==> src/nras_pkg.sv <==
// Shared types, constants and reply-byte lookup for the nibble register access slave.
// Depends on nothing; every other file of the block imports it.
package nras_pkg;

    localparam int ADDR_W = 5;
    localparam int WORD_W = 16;
    localparam int IDX_W  = 5;

    localparam logic [7:0] CMD_FLAG = 8'h80;
    localparam logic [7:0] LOG_HEAD = 8'hA0;
    localparam logic [7:0] LOG_TAIL = 8'h00;

    localparam logic [8*13-1:0] READ_TEXT  = "Read : finish";
    localparam logic [8*14-1:0] WRITE_TEXT = "Write : finish";

    // Index of the final byte of each reply run.
    localparam logic [IDX_W-1:0] READ_LAST  = 5'd19;
    localparam logic [IDX_W-1:0] WRITE_LAST = 5'd15;

    typedef enum logic
    {
        JOB_READ,
        JOB_WRITE_LOG
    } job_kind_t;

    typedef struct packed
    {
        job_kind_t           kind;
        logic [ADDR_W-1:0]   addr;
        logic [WORD_W-1:0]   word;
    } job_t;

    function automatic logic [IDX_W-1:0] last_index(input job_kind_t kind);
        logic [IDX_W-1:0] r;
        r = (kind == JOB_READ) ? READ_LAST : WRITE_LAST;
        return r;
    endfunction

    // Byte number idx of the reply run that job j produces.
    function automatic logic [7:0] reply_byte(input job_t j, input logic [IDX_W-1:0] idx);
        logic [7:0] b;
        int         k;
        b = LOG_TAIL;
        k = int'(idx);
        if (j.kind == JOB_READ)
        begin
            if (k == 0)
                b = CMD_FLAG | {3'b000, j.addr};
            else if (k <= 4)
                b = {4'h0, j.word[4*(4-k) +: 4]};
            else if (k == 5)
                b = LOG_HEAD;
            else if (k <= 18)
                b = READ_TEXT[8*(18-k) +: 8];
            else
                b = LOG_TAIL;
        end
        else
        begin
            if (k == 0)
                b = LOG_HEAD;
            else if (k <= 14)
                b = WRITE_TEXT[8*(14-k) +: 8];
            else
                b = LOG_TAIL;
        end
        return b;
    endfunction

endpackage

==> src/nibble_register_access_slave.sv <==
// Top level of the nibble register access slave: front, job queue and back.
// Depends on nras_pkg, nras_front, nras_queue and nras_back.
//
// Usage:
//   Input channel (in_valid / in_ready / rx_byte) carries received serial bytes,
//   one byte per transfer. A command byte (bit7 set) latches an address; with
//   bit6 set it starts a write, else it requests a read. Data bytes (bit7 clear)
//   supply nibbles; the fourth one writes the 16-bit word.
//   Output channel (out_valid / out_ready / tx_byte / last) carries reply bytes,
//   one per transfer; last marks the final byte of the run one input caused.
//   A read gives 20 bytes, a completing data byte 16, other bytes none.
// Path: a job from an input transfer is registered in the job queue; its first reply
//   byte is then loaded into the output register once the back part is free.
// Throughput: the back part sends one byte per cycle while out_ready is high, so a read
//   occupies it for 20 bytes and a write log for 16; the front takes one byte per cycle
//   while the two-entry job queue has room, and stalls only when it is full.
// Reset: the word store, latched address, nibble count and held nibbles clear
//   at once; the queue and output register empty.
// Receiver stall: the output register holds its byte until out_ready; jobs
//   pile up in the queue and then in_ready drops.
module nibble_register_access_slave
    import nras_pkg::*;
#(
    parameter int STORE_DEPTH = 32
)
(
    input  logic       clk,
    input  logic       rst_n,
    input  logic       in_valid,
    output logic       in_ready,
    input  logic [7:0] rx_byte,
    output logic       out_valid,
    input  logic       out_ready,
    output logic [7:0] tx_byte,
    output logic       last
);

    logic accept;
    logic push;
    job_t push_job;
    logic pop;
    job_t head;
    logic q_empty;
    logic q_full;

    // Every byte, even one that makes no job, waits for queue room so that
    // jobs and store updates always stay in arrival order.
    assign in_ready = !q_full;
    assign accept   = in_valid && in_ready;

    nras_front #(
        .STORE_DEPTH (STORE_DEPTH)
    ) u_front (
        .clk      (clk),
        .rst_n    (rst_n),
        .accept   (accept),
        .rx_byte  (rx_byte),
        .push     (push),
        .push_job (push_job)
    );

    nras_queue u_queue (
        .clk      (clk),
        .rst_n    (rst_n),
        .push     (push),
        .push_job (push_job),
        .pop      (pop),
        .head     (head),
        .empty    (q_empty),
        .full     (q_full)
    );

    nras_back u_back (
        .clk       (clk),
        .rst_n     (rst_n),
        .head      (head),
        .q_empty   (q_empty),
        .pop       (pop),
        .out_valid (out_valid),
        .out_ready (out_ready),
        .tx_byte   (tx_byte),
        .last      (last)
    );

endmodule

==> src/nras_front.sv <==
// Front part: accepts received bytes, keeps the word store and the nibble
// collection state, and posts reply jobs. Depends on nras_pkg.
module nras_front
    import nras_pkg::*;
#(
    parameter int STORE_DEPTH = 32
)
(
    input  logic        clk,
    input  logic        rst_n,
    input  logic        accept,
    input  logic [7:0]  rx_byte,
    output logic        push,
    output job_t        push_job
);

    localparam int AW = (STORE_DEPTH > 1) ? $clog2(STORE_DEPTH) : 1;
    localparam logic [ADDR_W:0] DEPTH_L = (ADDR_W + 1)'(STORE_DEPTH);

    logic [WORD_W-1:0] store_reg [STORE_DEPTH];
    logic [ADDR_W-1:0] addr_reg;
    logic [ADDR_W-1:0] addr_next;
    logic [1:0]        count_reg;
    logic [1:0]        count_next;
    logic [11:0]       held_reg;
    logic [11:0]       held_next;

    logic              is_cmd;
    logic              is_write_cmd;
    logic [ADDR_W-1:0] cmd_addr;
    logic              rd_in_range;
    logic              wr_in_range;
    logic [WORD_W-1:0] rd_word;
    logic              store_we;
    logic [WORD_W-1:0] wr_word;

    assign is_cmd       = rx_byte[7];
    assign is_write_cmd = rx_byte[6];
    assign cmd_addr     = rx_byte[ADDR_W-1:0];
    assign rd_in_range  = {1'b0, cmd_addr} < DEPTH_L;
    assign wr_in_range  = {1'b0, addr_reg} < DEPTH_L;
    assign rd_word      = rd_in_range ? store_reg[cmd_addr[AW-1:0]] : '0;
    assign wr_word      = {held_reg, rx_byte[3:0]};

    always_comb
    begin
        addr_next  = addr_reg;
        count_next = count_reg;
        held_next  = held_reg;
        store_we   = 1'b0;
        push       = 1'b0;
        push_job   = '{kind: JOB_WRITE_LOG, addr: cmd_addr, word: rd_word};
        if (accept)
        begin
            if (is_cmd)
            begin
                addr_next = cmd_addr;
                if (is_write_cmd)
                    count_next = 2'd0;
                else
                begin
                    push          = 1'b1;
                    push_job.kind = JOB_READ;
                end
            end
            else if (count_reg != 2'd3)
            begin
                held_next  = {held_reg[7:0], rx_byte[3:0]};
                count_next = count_reg + 2'd1;
            end
            else
            begin
                store_we   = wr_in_range;
                count_next = 2'd0;
                held_next  = '0;
                push       = 1'b1;
            end
        end
    end

    always_ff @(posedge clk or negedge rst_n)
    begin
        if (!rst_n)
        begin
            addr_reg  <= '0;
            count_reg <= '0;
            held_reg  <= '0;
            for (int i = 0; i < STORE_DEPTH; i++)
                store_reg[i] <= '0;
        end
        else
        begin
            addr_reg  <= addr_next;
            count_reg <= count_next;
            held_reg  <= held_next;
            if (store_we)
                store_reg[addr_reg[AW-1:0]] <= wr_word;
        end
    end

endmodule

==> src/nras_queue.sv <==
// Two-entry job queue between the front and back parts.
// Depends on nras_pkg for the job type.
module nras_queue
    import nras_pkg::*;
(
    input  logic clk,
    input  logic rst_n,
    input  logic push,
    input  job_t push_job,
    input  logic pop,
    output job_t head,
    output logic empty,
    output logic full
);

    job_t       slot_reg [2];
    logic       wr_ptr_reg;
    logic       rd_ptr_reg;
    logic [1:0] count_reg;

    assign empty = (count_reg == 2'd0);
    assign full  = (count_reg == 2'd2);
    assign head  = slot_reg[rd_ptr_reg];

    always_ff @(posedge clk)
    begin
        if (push)
            slot_reg[wr_ptr_reg] <= push_job;
    end

    always_ff @(posedge clk or negedge rst_n)
    begin
        if (!rst_n)
        begin
            wr_ptr_reg <= 1'b0;
            rd_ptr_reg <= 1'b0;
            count_reg  <= 2'd0;
        end
        else
        begin
            if (push)
                wr_ptr_reg <= ~wr_ptr_reg;
            if (pop)
                rd_ptr_reg <= ~rd_ptr_reg;
            count_reg <= count_reg + {1'b0, push} - {1'b0, pop};
        end
    end

`ifndef SYNTHESIS
    a_no_pop_empty: assert property (@(posedge clk) disable iff (!rst_n) !(pop && empty))
        else $error("queue popped while empty");
    a_no_push_full: assert property (@(posedge clk) disable iff (!rst_n) !(push && full))
        else $error("queue pushed while full");
    a_count_bound: assert property (@(posedge clk) disable iff (!rst_n) count_reg <= 2'd2)
        else $error("queue count out of range");
`endif

endmodule

==> src/nras_back.sv <==
// Back part: walks the job at the queue head byte by byte into the output register.
// Depends on nras_pkg for the job type and the reply-byte lookup.
module nras_back
    import nras_pkg::*;
(
    input  logic       clk,
    input  logic       rst_n,
    input  job_t       head,
    input  logic       q_empty,
    output logic       pop,
    output logic       out_valid,
    input  logic       out_ready,
    output logic [7:0] tx_byte,
    output logic       last
);

    logic [IDX_W-1:0] idx_reg;
    logic             out_valid_reg;
    logic [7:0]       tx_byte_reg;
    logic             last_reg;
    logic             load;
    logic             at_last;

    assign load      = !q_empty && (!out_valid_reg || out_ready);
    assign at_last   = (idx_reg == last_index(head.kind));
    assign pop       = load && at_last;
    assign out_valid = out_valid_reg;
    assign tx_byte   = tx_byte_reg;
    assign last      = last_reg;

    always_ff @(posedge clk or negedge rst_n)
    begin
        if (!rst_n)
        begin
            idx_reg       <= '0;
            out_valid_reg <= 1'b0;
        end
        else
        begin
            if (load)
            begin
                out_valid_reg <= 1'b1;
                idx_reg       <= at_last ? '0 : idx_reg + 1'b1;
            end
            else if (out_ready)
                out_valid_reg <= 1'b0;
        end
    end

    always_ff @(posedge clk)
    begin
        if (load)
        begin
            tx_byte_reg <= reply_byte(head, idx_reg);
            last_reg    <= at_last;
        end
    end

`ifndef SYNTHESIS
    a_idx_bound: assert property (@(posedge clk) disable iff (!rst_n) idx_reg <= READ_LAST)
        else $error("reply index out of range");
    a_wrap: assert property (@(posedge clk) disable iff (!rst_n) pop |=> idx_reg == '0)
        else $error("reply index did not wrap after the final byte");
    a_job_held: assert property (@(posedge clk) disable iff (!rst_n) idx_reg != '0 |-> !q_empty)
        else $error("job left the queue in the middle of its reply");
`endif

endmodule

==> config.mk <==
export PLATFORM = sky130hd
export DESIGN_NAME = nibble_register_access_slave
export DESIGN_NICKNAME = d
export VERILOG_FILES = /design/src/nras_pkg.sv /design/src/nibble_register_access_slave.sv /design/src/nras_front.sv /design/src/nras_queue.sv /design/src/nras_back.sv
export SDC_FILE = /design/constraint.sdc
export NUM_CORES = 1
export LEC_CHECK = 0
export ABC_AREA = 1
export BUFFER_PORTS_ARGS = -buffer_cell sky130_fd_sc_hd__buf_2
export CORE_ASPECT_RATIO = 1.25
export CORE_UTILIZATION = 23
export DETAILED_ROUTE_END_ITERATION = 10
export SYNTH_ARGS = -nofsm -noshare
export SYNTH_HDL_FRONTEND = slang
export SYNTH_HIERARCHICAL = 1
export SYNTH_SLANG_ARGS = --single-unit
==> constraint.sdc <==
create_clock -name clk -period 2.5 [get_ports clk]
set_clock_uncertainty 0.05 [all_clocks]
set_input_delay 0.5 -clock clk [delete_from_list [all_inputs] [get_ports clk]]
set_output_delay 0.5 -clock clk [all_outputs]
set_load 0.05 [all_outputs]
==> run metrics <==
status finished, final reports clean; fmax 428 MHz; cell taking the most area after synthesis dfrtp_1; Post-synth EDFFs 53; PortBufs 21; grt total ovfl 0; worst path bufs/invs 4; Max Buffers Root-to-Sink 3; Post-Place Cells between 4000 and 5000; Worst-Margin Slew roughly 0.76 ns; via count around 22000; flip-flop and latch count after synthesis 594; clock-pin transition on the worst setup and hold timing paths about 0.060 ns; Hold Path Class input port to register; pwr dens 825 nW/um^2; post-synthesis sequential area ratio 0.552; vias per inst ~4.5; top cell type's share of synthesized area 0.494; Fin. Hold Viols 0; initial antenna violation count 1; Root Buffer Master clkbuf_16; gr usage total 0.127; CTS buffer count 57; DRT Pass-1 Iters 6; layout cells sized above 1 0.0880; post-layout minimum cycle time between 2 and 2.5 ns; IO Pins 23; vias in the first global route roughly 21000; CTS tree done; Clock Sinks roughly 590; clock network power share 0.343; crit end category register; Starting DRT DRC Count about 2000; Post-synth top cells nand2_1 (1356), dfrtp_1 (541), o21ai_0 (516); Worst EP required ~2.9 ns; Routed Antenna Nets 0; die area ~120000 um^2; cells on worst reg2reg path 12; Mapped Cells about 3400; maximum VDD drop about 0.00056 V; core box area about 120000 um^2; Pleak between 10 and 15 nW; DR DRC count 0; Horiz. Die Dim 311 um; first-pass GRT wire length roughly 120000 um; Worst path top cell family by delay simple AND/OR/NAND/NOR gates; RSZ-0062 raised after global routing false; Area Growth Syn to Fin 17.4%; non-filler instance count after layout around 5000; initial core utilization 0.232; Largest register FFs between 500 and 600; switching power between 8 and 9 mW; Avg Cell Area, Syn approximately 8.1 um^2; Comb power frac 0.232; Final #Nets approximately 3300; Clk Latency, worst-skew pair about 0.65 ns; Netlist cell types 35; Area after DPL about 30000 um^2; Main synth FF type dfrtp_1; die height just under 400 um; Power Total 26.5 mW; Worst Setup Path Type register to register; Final Slew Violations 0; setup_tns 0 ns; largest cells by area after synthesis dfrtp_1 (49%), nand2_1 (19%), o21ai_0 (9.4%), nand3_1 (7.6%), edfxtp_1 (5.8%); worst hold margin approximately 0.061 ns; Arr. time, crit path about 2.8 ns; largest net degree at the start of global routing 107; most numerous cell on the critical path inv_1; htree depth 2; hold path depth 4; Yosys warning total 6; switching share of power 0.329; Seq pwr share 0.425; gpl congestion 0.833; Cell Int Power around 18 mW; final WL between 70000 and 80000 um; relative slew slack 0.492; worst-path cell chain inv_1, nor2_1, nor2_2, inv_1, nor2_4, nand2_4, nor3_4, buf_4, nand4_1, buf_12, nand2_1, o21ai_0; most frequent cell after synthesis nand2_1; ys async rst share 0.911; HPWL after DPL 46500 um; Levels on crit path 12; Worst setup SP type register; syn nets 3415; Netlist Area Pre-Place between 20000 and 30000 um^2; row cnt roughly 140; Max Cap Viol 0; Design Area, Final between 30000 and 40000 um^2; CP max stage cell dfrtp_1; crit-path max FO 32; critical path's largest stage delay around 0.39 ns; endpoints failing setup 0; Tcrit/Tclk final 0.934; drt wl/cell ~16 um
## repair_timing
action                                  in CTS  in global routing
endpoints found under the setup margin       0                129
hold buffers                                 1                  0
resized for setup                            0                  3
hold endpoints to repair                    50                  0
buffers inserted                             0                  4
## logic make-up (layout without fill, tap and decap cells)
group / after synthesis / in the layout / synth area share
compound gates: 592 / 592 / 0.112
xor+xnor: 2 / 2 / 0.000640
fa+ha+maj: 6 / 6 / 0.00274
buf+inv: 365 / 344 / 0.0541
flops: 594 / 594 / 0.552
mux: 1 / 1 / 0.000366
other cells: 0 / 1 / 0
simple gates: 1837 / 1837 / 0.278
## through the flow
step	worst slack, ns	utilization
CTS	0.0930	0.272
global route	0.0279	0.272
finish	0.166	0.272
detailed placement	0.0766	0.255
floorplan	0.0179	-
global placement	0.121	0.255
## metal layers
metal  share of wire  up-vias  wire length, um  global-route usage
li1                -    11000                -                   -
met1            0.43    10800            33300               0.162
met2            0.48      596            37100               0.214
met3           0.049      116             3810              0.0158
met4           0.037        0             2820              0.0522
met5               0        -                0                   0
## final timing paths
kind	startpoint	endpoint	slack [ns]
min reg2reg	u_front/store_reg[504]	u_front/store_reg[504]	0.43
max reg2reg	u_queue/count_reg[1]	u_front/store_reg[395]	0.17
min	out_ready	u_back/out_valid	0.06
max in group asynchronous	rst_n	u_front/store_reg[319]	1.18
min in group asynchronous	rst_n	u_front/store_reg[129]	0.33
max	u_queue/count_reg[1]	u_front/store_reg[395]	0.17
## cell type report
type,count,area [um^2]
inverters,89,350
clock buffers,88,1720
multi-input cells,2438,10800
well taps,1573,1970
fillers,12800,86000
flip-flops and latches,594,15100
diodes,1,2.50
clock inverters,20,259
repair buffers,147,1930
## power by group through the flow
stage / Combinational (mW) / Clock [mW] / Sequential (mW)
finish: 6.15 / 9.09 / 11.3
global placement: 6.09 / 0 / 11.4
detailed placement: 6.15 / 0 / 11.4
CTS: 6.17 / 9.32 / 11.3
global route: 6.87 / 9.69 / 11.4
floorplan: 3.91 / 0 / 11.6
## tightest hold or removal path, delay by kind of cell
family	cells	cell delay, ns
and+or+nand+nor	2	0.09
buffers and inverters	2	0.11
## layout by cell type (no fill, tap or decap), types with 7 or more instances in the layout
| master | instances |
|---|---|
| clkbuf_1 | 14 |
| inv_2 | 7 |
| clkbuf_8 | 17 |
| buf_2 | 18 |
| inv_1 | 77 |
| dfrtp_1 | 540 |
| o21ai_0 | 516 |
| buf_4 | 58 |
| nand2_1 | 1356 |
| nand2_2 | 7 |
| o21ai_1 | 21 |
| o22ai_1 | 16 |
| nand3_1 | 418 |
| edfxtp_1 | 53 |
| a21oi_1 | 13 |
| clkbuf_16 | 58 |
| nor2_1 | 14 |
| o21ai_2 | 19 |
| nand4_1 | 18 |
| buf_12 | 68 |
| clkinv_2 | 11 |
No activity file was read; power rests on OpenSTA's default activity.
